`src/design/sntp_pkg.sv`:
```
// ----------------------------------------------------------------------------
// sntp_pkg
// Shared types, constants and helpers for the SNTP reply checker.
// ----------------------------------------------------------------------------
`timescale 1ns / 1ps
`default_nettype none

package sntp_pkg;

  // Packet geometry
  localparam int unsigned PACKET_LENGTH = 48;
  localparam int unsigned CNT_W         = 6;

  // Protocol constants
  localparam logic [31:0] EPOCH_S        = 32'd2208988800;
  localparam logic [19:0] US_PER_S       = 20'd1000000;
  localparam logic [15:0] SERVER_PORT    = 16'd123;
  localparam logic [7:0]  UNSYNC_STRATUM = 8'd16;
  localparam logic [2:0]  MODE_SERVER    = 3'd4;
  localparam logic [2:0]  VERSION_MIN    = 3'd3;
  localparam logic [2:0]  VERSION_MAX    = 3'd4;
  localparam logic [1:0]  LEAP_ALARM     = 2'd3;
  localparam logic [7:0]  KISS_FILL      = 8'h2E;
  localparam logic [7:0]  STRAT_PRIMARY  = 8'd1;
  localparam logic [7:0]  STRAT_KISS     = 8'd0;

  // Result status codes
  localparam logic [1:0] ST_OK        = 2'd0;
  localparam logic [1:0] ST_MALFORMED = 2'd1;
  localparam logic [1:0] ST_UNSYNC    = 2'd2;
  localparam logic [1:0] ST_KISS      = 2'd3;

  // Byte positions inside the datagram
  localparam logic [CNT_W-1:0] POS_HEADER  = 6'd0;
  localparam logic [CNT_W-1:0] POS_STRATUM = 6'd1;
  localparam logic [CNT_W-1:0] POS_REFID   = 6'd12;
  localparam logic [CNT_W-1:0] POS_ORIGIN  = 6'd24;
  localparam logic [CNT_W-1:0] POS_RECV    = 6'd32;
  localparam logic [CNT_W-1:0] POS_XMIT    = 6'd40;
  localparam logic [CNT_W-1:0] POS_END     = 6'd48;
  localparam logic [CNT_W-1:0] CNT_FULL    = CNT_W'(PACKET_LENGTH);

  // Divider: 96-bit dividend in six 16-bit digits
  localparam int unsigned DIV_DIGITS = 6;
  localparam int unsigned DIV_CYCLES = 2 * DIV_DIGITS;
  localparam int unsigned DCNT_W     = 4;
  // ceil(2^44 / 15625): exact digit estimate for any 30-bit numerator
  localparam logic [30:0] RECIP_M    = 31'd1125899907;

  // Width of offset/delay intermediate sums
  localparam int unsigned WIDE_W = 68;

  typedef struct packed {
    logic [7:0]         data_byte;
    logic               end_of_packet;
    logic [15:0]        source_port;
    logic signed [63:0] request_time_us;
    logic signed [63:0] arrival_time_us;
  } in_item_t;

  typedef struct packed {
    logic [1:0]         status;
    logic [1:0]         leap;
    logic [7:0]         stratum;
    logic [31:0]        reference_id;
    logic               reference_is_address;
    logic signed [63:0] clock_offset;
    logic [62:0]        round_trip;
  } out_item_t;

  // One complete, port-checked packet handed from front to back
  typedef struct packed {
    logic [7:0]         header;
    logic [7:0]         stratum;
    logic [31:0]        refid;
    logic [63:0]        origin;
    logic [63:0]        receive;
    logic [63:0]        transmit;
    logic signed [63:0] t1;
    logic signed [63:0] t4;
  } pkt_t;

  // Replace nonprintable refid characters with fill
  function automatic logic [31:0] clean_refid(input logic [31:0] id, input logic [7:0] fill);
    logic [31:0] r;
    logic [7:0]  c;
    r = '0;
    for (int i = 0; i < 4; i++) begin
      c = id[8*i +: 8];
      if (c < 8'd32 || c > 8'd126) begin
        c = fill;
      end
      r[8*i +: 8] = c;
    end
    return r;
  endfunction

endpackage

`default_nettype wire

```
`src/design/sntp_back.sv`:
```
// ----------------------------------------------------------------------------
// sntp_back
// Per-packet checks and arithmetic: origin compare through a reciprocal
// multiply divider, timestamp conversion, offset and delay, result register.
// ----------------------------------------------------------------------------
`timescale 1ns / 1ps
`default_nettype none

module sntp_back (
  input  wire                  clk,
  input  wire                  rst_n,
  input  wire                  q_empty,
  input  sntp_pkg::pkt_t       q_head,
  output logic                 q_pop,
  output logic                 out_empty,
  input  wire                  out_pop,
  output sntp_pkg::out_item_t  out_data
);

  typedef enum logic [6:0] {
    S_IDLE  = 7'b0000001,
    S_DIV   = 7'b0000010,
    S_CONV2 = 7'b0000100,
    S_CONV3 = 7'b0001000,
    S_SUM1  = 7'b0010000,
    S_SUM2  = 7'b0100000,
    S_FIN   = 7'b1000000
  } state_t;

  localparam int unsigned W = sntp_pkg::WIDE_W;

  state_t state_r, state_nxt;
  sntp_pkg::pkt_t pkt_r;
  logic        neg_r;
  logic [95:0] dv_r;
  logic [19:0] rem_r;
  logic [63:0] quo_r;
  logic [35:0] cur_r;
  logic [15:0] qd_r;
  logic [sntp_pkg::DCNT_W-1:0] dcnt_r;
  logic        orig_ok_r;
  logic signed [54:0] sp_r;
  logic [19:0]        fp_r;
  logic signed [W-1:0] t2_r, a_r, b_r, c_r, e_r, s_r, d_r;
  logic        out_valid_r;
  sntp_pkg::out_item_t out_r, res;
  logic        slot_free;

  logic [63:0] t1_mag;
  logic [35:0] cur_val, qd_mul, rem_full;
  logic [60:0] recip_prod;
  logic [15:0] qd_val;
  logic [63:0] v_val, stamp_val;
  logic [63:0] mul_src;
  logic signed [33:0] sec_diff;
  logic signed [54:0] sp_val;
  logic [51:0] fp_prod;
  logic signed [W-1:0] t1_w, t4_w, t3_w, s_adj, h_val;
  logic [2:0] mode, vn;
  logic [1:0] li;
  logic [7:0] st;

  assign slot_free = !out_valid_r || out_pop;
  assign q_pop     = (state_r == S_IDLE) && !q_empty;
  assign out_empty = !out_valid_r;
  assign out_data  = out_r;

  assign t1_mag = q_head.t1[63] ? (~q_head.t1 + 64'd1) : q_head.t1;
  assign t1_w   = {{(W-64){pkt_r.t1[63]}}, pkt_r.t1};
  assign t4_w   = {{(W-64){pkt_r.t4[63]}}, pkt_r.t4};

  // Division by one million, one 16-bit quotient digit at a time: a first
  // step estimates the digit by reciprocal multiply, a second forms the remainder
  assign cur_val    = {rem_r, dv_r[95:80]};
  assign recip_prod = cur_val[35:6] * sntp_pkg::RECIP_M;
  assign qd_val     = recip_prod[59:44];
  assign qd_mul     = qd_r * sntp_pkg::US_PER_S;
  assign rem_full   = cur_r - qd_mul;

  // Floor of T1 * 2^32 / 1e6, rebased to the NTP epoch
  assign v_val     = neg_r ? (~(quo_r + {63'b0, rem_r != 20'd0}) + 64'd1) : quo_r;
  assign stamp_val = v_val + {sntp_pkg::EPOCH_S, 32'h0};

  // NTP stamp to microseconds, split into seconds and fraction products
  assign mul_src  = (state_r == S_CONV2) ? pkt_r.receive : pkt_r.transmit;
  assign sec_diff = $signed({2'b00, mul_src[63:32]}) - $signed({2'b00, sntp_pkg::EPOCH_S});
  assign sp_val   = sec_diff * $signed({1'b0, sntp_pkg::US_PER_S});
  assign fp_prod  = mul_src[31:0] * sntp_pkg::US_PER_S;
  assign t3_w     = {{(W-55){sp_r[54]}}, sp_r} + {{(W-20){1'b0}}, fp_r};

  // Offset halving toward zero
  assign s_adj = s_r + {{(W-1){1'b0}}, s_r[W-1]};
  assign h_val = s_adj >>> 1;

  assign li   = pkt_r.header[7:6];
  assign vn   = pkt_r.header[5:3];
  assign mode = pkt_r.header[2:0];
  assign st   = pkt_r.stratum;

  // Reply classification and saturation
  always_comb begin
    res = '0;
    if (mode != sntp_pkg::MODE_SERVER || vn < sntp_pkg::VERSION_MIN ||
        vn > sntp_pkg::VERSION_MAX || !orig_ok_r) begin
      res.status = sntp_pkg::ST_MALFORMED;
    end else if (st == sntp_pkg::STRAT_KISS) begin
      res.status       = sntp_pkg::ST_KISS;
      res.leap         = li;
      res.stratum      = st;
      res.reference_id = sntp_pkg::clean_refid(pkt_r.refid, sntp_pkg::KISS_FILL);
    end else if (li == sntp_pkg::LEAP_ALARM || st >= sntp_pkg::UNSYNC_STRATUM) begin
      res.status  = sntp_pkg::ST_UNSYNC;
      res.leap    = li;
      res.stratum = st;
    end else begin
      res.leap    = li;
      res.stratum = st;
      if (st == sntp_pkg::STRAT_PRIMARY) begin
        res.reference_id = sntp_pkg::clean_refid(pkt_r.refid, 8'h00);
      end else begin
        res.reference_id         = pkt_r.refid;
        res.reference_is_address = 1'b1;
      end
      if (pkt_r.transmit == 64'd0) begin
        res.status = sntp_pkg::ST_MALFORMED;
      end else begin
        res.status = sntp_pkg::ST_OK;
        if (h_val[W-1:63] == {(W-63){h_val[63]}}) begin
          res.clock_offset = h_val[63:0];
        end else if (h_val[W-1]) begin
          res.clock_offset = {1'b1, 63'b0};
        end else begin
          res.clock_offset = {1'b0, {63{1'b1}}};
        end
        if (d_r[W-1]) begin
          res.round_trip = '0;
        end else if (|d_r[W-2:63]) begin
          res.round_trip = {63{1'b1}};
        end else begin
          res.round_trip = d_r[62:0];
        end
      end
    end
  end

  // Sequencer
  always_comb begin
    state_nxt = state_r;
    unique case (state_r)
      S_IDLE:  if (!q_empty) state_nxt = S_DIV;
      S_DIV:   if (dcnt_r == sntp_pkg::DCNT_W'(sntp_pkg::DIV_CYCLES - 1)) state_nxt = S_CONV2;
      S_CONV2: state_nxt = S_CONV3;
      S_CONV3: state_nxt = S_SUM1;
      S_SUM1:  state_nxt = S_SUM2;
      S_SUM2:  state_nxt = S_FIN;
      S_FIN:   if (slot_free) state_nxt = S_IDLE;
      default: state_nxt = S_IDLE;
    endcase
  end

  // Datapath registers
  always_ff @(posedge clk) begin
    unique case (state_r)
      S_IDLE: begin
        // Packet latch and divider load
        pkt_r  <= q_head;
        dcnt_r <= '0;
        neg_r  <= q_head.t1[63];
        dv_r   <= {t1_mag, 32'h0};
        rem_r  <= '0;
        quo_r  <= '0;
      end
      S_DIV: begin
        if (!dcnt_r[0]) begin
          cur_r <= cur_val;
          qd_r  <= qd_val;
          dv_r  <= {dv_r[79:0], 16'h0};
        end else begin
          rem_r <= rem_full[19:0];
          quo_r <= {quo_r[47:0], qd_r};
        end
        dcnt_r <= dcnt_r + 1'b1;
      end
      S_CONV2: begin
        orig_ok_r <= stamp_val == pkt_r.origin;
        sp_r      <= sp_val;
        fp_r      <= fp_prod[51:32];
      end
      S_CONV3: begin
        t2_r <= t3_w;
        sp_r <= sp_val;
        fp_r <= fp_prod[51:32];
      end
      S_SUM1: begin
        a_r <= t2_r - t1_w;
        b_r <= t3_w - t4_w;
        c_r <= t4_w - t1_w;
        e_r <= t2_r - t3_w;
      end
      S_SUM2: begin
        s_r <= a_r + b_r;
        d_r <= c_r + e_r;
      end
      S_FIN: begin
      end
      default: begin
      end
    endcase
    if (state_r == S_FIN && slot_free) begin
      out_r <= res;
    end
  end

  // Control state
  always_ff @(posedge clk) begin
    if (!rst_n) begin
      state_r     <= S_IDLE;
      out_valid_r <= 1'b0;
    end else begin
      state_r <= state_nxt;
      if (state_r == S_FIN && slot_free) begin
        out_valid_r <= 1'b1;
      end else if (out_pop) begin
        out_valid_r <= 1'b0;
      end
    end
  end

endmodule

`default_nettype wire

```
`config.mk`:
```
export PLATFORM = sky130hd
export DESIGN_NAME = sntp_back
export DESIGN_NICKNAME = d
export VERILOG_FILES = /design/src/design/sntp_pkg.sv /design/src/design/sntp_back.sv
export SDC_FILE = /design/constraint.sdc
export NUM_CORES = 2
export LEC_CHECK = 0
export ABC_AREA = 1
export ABC_CLOCK_PERIOD_IN_PS = 41200
export BUFFER_PORTS_ARGS = -buffer_cell sky130_fd_sc_hd__buf_2
export CORE_ASPECT_RATIO = 1.2
export CORE_MARGIN = 5
export CORE_UTILIZATION = 34
export CTS_BUF_LIST = sky130_fd_sc_hd__clkbuf_16
export CTS_CLUSTER_DIAMETER = 120
export DETAILED_ROUTE_END_ITERATION = 7
export HOLD_SLACK_MARGIN = 0.02
export PLACE_DENSITY = 0.47
export SYNTH_ARGS = -nofsm -noshare
export SYNTH_HDL_FRONTEND = slang
export SYNTH_SLANG_ARGS = --single-unit
```
`constraint.sdc`:
```
create_clock -name clk -period 41.2 [get_ports clk]
set_clock_uncertainty 0.05 [all_clocks]
set_input_delay 4.12 -clock clk [delete_from_list [all_inputs] [get_ports clk]]
set_output_delay 4.12 -clock clk [all_outputs]
set_load 0.1 [all_outputs]
```
-- Word level (Yosys, flattened, before mapping)
Index checks and enable logic that the tools add are counted.
- bits in latches: 0
- memory bits (read-only): 0
- logic and storage cells: 150
- register bits: 1301
- memories: 0
- bits in writable memories: 0
- shift operators: 0
- multiply operators: 4
- mux-type cells: 35
- reduce and logical (&&, ||, !) cells: 29
- order comparisons: 11
- div/mod/pow operators: 0
- bitwise logic cells: 3
- add/subtract/negate cells: 15
- equality and inequality tests: 18
- operators with widths (operator ; number):
    64-bit 2-to-1 mux ; 6
    96-bit one-hot mux with 2 select lines ; 1
    160-bit 2-to-1 mux ; 1
    68-bit adder ; 2
    55-bit by 64-bit subtractor with 65-bit output ; 2
    64-bit by 1-bit adder with 64-bit output (second input constant) ; 2
    64-bit NOT ; 2
    64-bit one-hot mux with 2 select lines ; 1
    127-bit 2-to-1 mux ; 1
    63-bit 2-to-1 mux ; 2
    96-bit 2-to-1 mux ; 1
    68-bit by 1-bit adder with 68-bit output ; 1
    64-bit by 64-bit subtractor with 65-bit output ; 1
    64-bit by 1-bit adder with 64-bit output ; 1
    64-bit adder (second input constant) ; 1
    64-bit == test ; 1
    64-bit zero test ; 1
    8-bit 2-to-1 mux ; 8
    30-bit by 31-bit multiplier with 60-bit output (second input constant) ; 1
    55-bit by 55-bit subtractor with 56-bit output ; 1
    54-bit by 21-bit adder with 55-bit output ; 1
    7-bit one-hot mux with 7 select lines ; 1
    33-bit by 15-bit multiplier with 48-bit output (second input constant) ; 1
    32-bit by 14-bit multiplier with 46-bit output (second input constant) ; 1
    other kinds (43) ; 74

-- Logic depth before layout (Yosys ltp)
- depth in word-level cells: 7
- gate-level depth with buffers: 50

-- Worst setup path before layout
Ideal clock, no wire load.
- kind: register -> register
- start: reg state_r[6]
- end: reg state_r[5]
- stages on the path, launching flop included: 4
- arrival time: 25.931 ns
- setup slack: 15.054 ns
- cells stage by stage: dfxtp_1 -> nor4_1 -> nor2_1 -> nor3_1
- cells in the longest elaborated chain, start to end: 3
- elaborated cells on any way between the ends: 12
- classes of those cells: 10 x eq/ne; 1 x mux; 1 x reduce/logical
- RTL lines (what ; RTL line ; text):
    from (decl) ; sntp_back.sv:32 ; state_t state_r, state_nxt;
    from (signal assigned) ; sntp_back.sv:220 ; state_r <= state_nxt;
    7-bit by 2-bit == test with 1-bit output (tied with other cells) ; sntp_back.sv:149 ; unique case (state_r)
    2-bit != test (no line) ; n/a ;
    3-bit AND reduction (no line) ; n/a ;
Several ways; a longest one is shown, not always the timed one.
A chain may end at the register's enable or synchronous reset.

-- Final worst setup path
- start: reg state_r[4]
- end: reg sp_r[50] (data pin)
- cells in the longest elaborated chain, start to end: 4
- RTL lines (what ; RTL line ; text):
    7-bit by 3-bit == test with 1-bit output ; sntp_back.sv:85 ; assign mul_src = (state_r == S_CONV2) ? pkt_r.receive : pkt_r.transmit;
    64-bit 2-to-1 mux ; sntp_back.sv:85 ;
    32-bit by 32-bit subtractor with 33-bit output ; sntp_back.sv:86 ; assign sec_diff = $signed({2'b00, mul_src[63:32]}) - $signed({2'b00, sntp_pkg::EPOCH_S});
    33-bit by 15-bit multiplier with 48-bit output ; sntp_back.sv:87 ; assign sp_val = sec_diff * $signed({1'b0, sntp_pkg::US_PER_S});
    net sp_val[50] ; sntp_back.sv:56 ; logic signed [54:0] sp_val;
    to (signal assigned) ; sntp_back.sv:186 ; sp_r <= sp_val;
    to (signal assigned) ; sntp_back.sv:191 ; sp_r <= sp_val;
    to (decl) ; sntp_back.sv:42 ; logic signed [54:0] sp_r;
The timed path passes the listed nets, and every way through them passes these cells.

==> implementation parameters <==
Parameter                              Value

Run status
  Run status    finished, final reports clean

STA
  RSZ-0062 raised after global routing    false
  Hold slack    0.3724 ns
  Slew of the pin with the lowest slew margin    approximately 1.2 ns
  Accumulated negative setup slack    0 ns
  Fin. Hold Viols    0
  Upper clock frequency limit    about 110 MHz
  Post-route clock period utilization    between 20 and 25%
  Final-report max-slew violation count    0
  Worst slew margin    16.31%
  Clock period minus worst slack    9.137 ns
  Final number of setup-violating endpoints    0

Clock tree
  Hold_buf cts    0
  Clock tree from TritonCTS    yes
  Cts bufs inserted    161
  # resized after CTS    0
  CTS root buffer    sky130_fd_sc_hd__clkbuf_16
  Worst-skew pair later-pin latency    0.84 ns
  Count of H-tree levels built during CTS    4
  Number of clock sinks    1247
  Clock tree buffer depth    4
  Clock-pin transition on the worst setup and hold timing paths    about 0.060 ns
  Post-CTS setup-driven buffer insertion count    0

Critical path
  Critical Path Source    state_r[4]$_SDFFE_PN0P_
  Peak fanout along the critical path    between 50 and 60
  Delay of the slowest cell on the worst path    ~0.54 ns
  Reg-to-reg slack, setup    about 32 ns
  Required time reported for the critical path endpoint    roughly 42 ns
  Crit path DAT    9.63 ns
  Nature of the critical path startpoint    flip-flop
  Critical path type    flip-flop to flip-flop
  Capturing element type of the critical path    flip-flop
  Startpoint of the worst-slack reg-to-reg timing path    state_r[4]$_SDFFE_PN0P_
  Count of cells along the worst register-to-register path    45
  Most frequent cell on the critical path    sky130_fd_sc_hd__nand2_1
  Slowest-stage cell, CP    sky130_fd_sc_hd__xor2_1
  End of the worst register-to-register path    sp_r[50]$_DFFE_PP_

Floorplanning
  Number of placement rows    between 200 and 250
  Die boundary height    between 600 and 700 um
  Starting utilization of the core area    between 30% and 40%
  Floorplan die area    approximately 320000 sq um
  Boundary pin count    between 500 and 600
  Floorplan die width    between 500 and 600 um
  Core area    309400 sq um

Global route
  Total congestion overflow after global routing    0
  Pin count of the biggest net entering global routing    between 150 and 200
  Global-route wire length before repair    570200 um
  Number of global-route vias before repair    between 80000 and 90000
  Total routing resource utilization after global routing    roughly a quarter
  Antenna violations before repair    between 90 and 100

Detailed routing
  DR vias    84000
  Sum of routed wire length over all layers    392100 um
  Vias per cell    a little over 5
  DRC marker count from the first detailed-route iteration    ~5200
  Routed Antenna Nets    0
  Routed length per placed instance    approximately 24 um
  Detailed-routing iteration count for the pre-antenna-repair pass    6
  Post-route DRC violation count    0

Synth
  Share of Yosys cell area claimed by the top area cell type    a little over a third
  Distinct cell type count of the synthesized netlist    68
  Most common flop cell mapped by yosys    sky130_fd_sc_hd__edfxtp_1
  Synth top area cells    sky130_fd_sc_hd__edfxtp_1, sky130_fd_sc_hd__ha_1, sky130_fd_sc_hd__fa_1, sky130_fd_sc_hd__inv_1, sky130_fd_sc_hd__nand2_1
  Number of flops mapped to enable cells by yosys    around 1200
  Top cells by count, synth    sky130_fd_sc_hd__inv_1, sky130_fd_sc_hd__nand2_1, sky130_fd_sc_hd__edfxtp_1, sky130_fd_sc_hd__ha_1, sky130_fd_sc_hd__nor2_1
  Synth async-reset ratio    0%
  Number of synthesized register bits    approximately 1200
  Mapped Cells    between 10000 and 15000
  Sequential-to-total area share from yosys stat    between 30 and 40%
  Most frequent cell after synthesis    sky130_fd_sc_hd__inv_1
  Net count after synthesis    approximately 14000
  Number of synthesis warnings    0
  Post-synth top area cell    sky130_fd_sc_hd__edfxtp_1
  Post-synthesis instance area    between 100000 and 150000 sq um
  Post-Synthesis Mean Instance Area    between 8 and 9 sq um

Worst hold path
  Hold WC Path Type    flip-flop to flip-flop
  Min-Delay Startpoint    dv_r[80]$_DFFE_PP_
  Hold path cells    0
  Hold-critical path endpoint    cur_r[0]$_DFFE_PP_

Placement
  Final weighted congestion in routability-driven placement    around 0.96
  HPWL after DPL    roughly 340000 um
  IO Port Bufs    about 550

Final layout
  Proportion of layout cells with a drive suffix above 1    roughly 8.5%
  Number of nets at the end of the flow    around 15000
  Filler instances    31690
  Layout overhead on the synthesized area    12.61%

Job
  Max_cap viols    0
==> worst max-delay path: cells and delay by family, from the launching register on <==
kind | cells | cell delay [ns]
flops | 1 | 0.35
buf+inv | 8 | 0.96
fa+ha+maj | 7 | 2.97
simple gates | 24 | 3.13
xor+xnor | 2 | 0.69
compound gates | 4 | 0.71
==> kinds of logic after synthesis <==
logic type,after synthesis,synth area share (%)
flip-flops,1247,35.45
AND/OR/NAND/NOR,3965,16.04
buffers and inverters,2301,8.227
multiplexers,6,0.05698
XOR/XNOR,651,5.422
AO/OA/AOI/OAI,1860,9.807
adder cells (fa/ha/maj),1740,25.00
==> layout by cell type (no fill, tap or decap), types with 63 or more instances in the layout <==
cell type                   count
sky130_fd_sc_hd__a31oi_1      147
sky130_fd_sc_hd__nand3_1      376
sky130_fd_sc_hd__edfxtp_1    1239
sky130_fd_sc_hd__buf_4         63
sky130_fd_sc_hd__a21oi_1      922
sky130_fd_sc_hd__inv_1       2185
sky130_fd_sc_hd__nor2_1      1011
sky130_fd_sc_hd__xor2_1       455
sky130_fd_sc_hd__nor3_1       127
sky130_fd_sc_hd__nand2_1     2016
sky130_fd_sc_hd__buf_2        545
sky130_fd_sc_hd__o21ai_0      456
sky130_fd_sc_hd__clkbuf_16    163
sky130_fd_sc_hd__nand4_1      121
sky130_fd_sc_hd__nor4_1        71
sky130_fd_sc_hd__xnor2_1      195
sky130_fd_sc_hd__fa_1         611
sky130_fd_sc_hd__ha_1        1129
==> state kept, by name, summed over array words and instances, names as in the netlist, 16 cells and up <==
register / flops
out_data: 172
a_r: 65
cur_r: 20
b_r: 65
qd_r: 16
sp_r: 48
c_r: 65
quo_r: 64
pkt_r: 355
rem_r: 20
e_r: 56
t2_r: 55
d_r: 68
s_r: 68
fp_r: 20
dv_r: 64
==> area by class of cell <==
class                   count  area (sq um)  share of cell area, %
well taps                4068          5090                  4.288
inverters                2200          8267                  6.964
clock inverters           119          1122                 0.9455
multi-input cells        8222         59440                  50.07
flip-flops and latches   1247         37370                  31.48
repair buffers            609          3221                  2.713
clock buffers             163          4079                  3.436
diodes                     49         122.6                 0.1033
==> through the flow <==
step,cell area (sq um),std cells,utilization [%],setup WS [ns]
floorplan,105400,11770,-,15.05
global placement,113400,16350,36.64,31.74
detailed placement,113400,16350,36.64,31.92
CTS,118600,16630,38.33,31.91
global route,118600,16650,38.34,31.13
finish,118700,16680,38.37,32.06
==> per-layer routing <==
layer  vias to the layer above  track usage [%]  share of wire [%]
li1                      40480                -                  -
met1                     40780            29.13                 41
met2                      2111            42.11                 49
met3                       609            3.486                4.7
met4                        18            9.756                4.7
met5                         -                0              0.029
==> worst max path at each step <==
stage	endpoint	slack, ns	cells past startpoint
3_3_place_gp	sp_r[50]$_DFFE_PP_	31.74	45
6_report	sp_r[50]$_DFFE_PP_	32.06	45
5_1_grt	sp_r[50]$_DFFE_PP_	31.13	45
3_5_place_dp	sp_r[50]$_DFFE_PP_	31.92	45
4_1_cts	sp_r[50]$_DFFE_PP_	31.91	45
2_1_floorplan	state_r[5]$_SDFFE_PN0P_	15.05	3
Power is not shown: default switching activity piles up to over one toggle a cycle in this logic, so the estimate is an artifact.
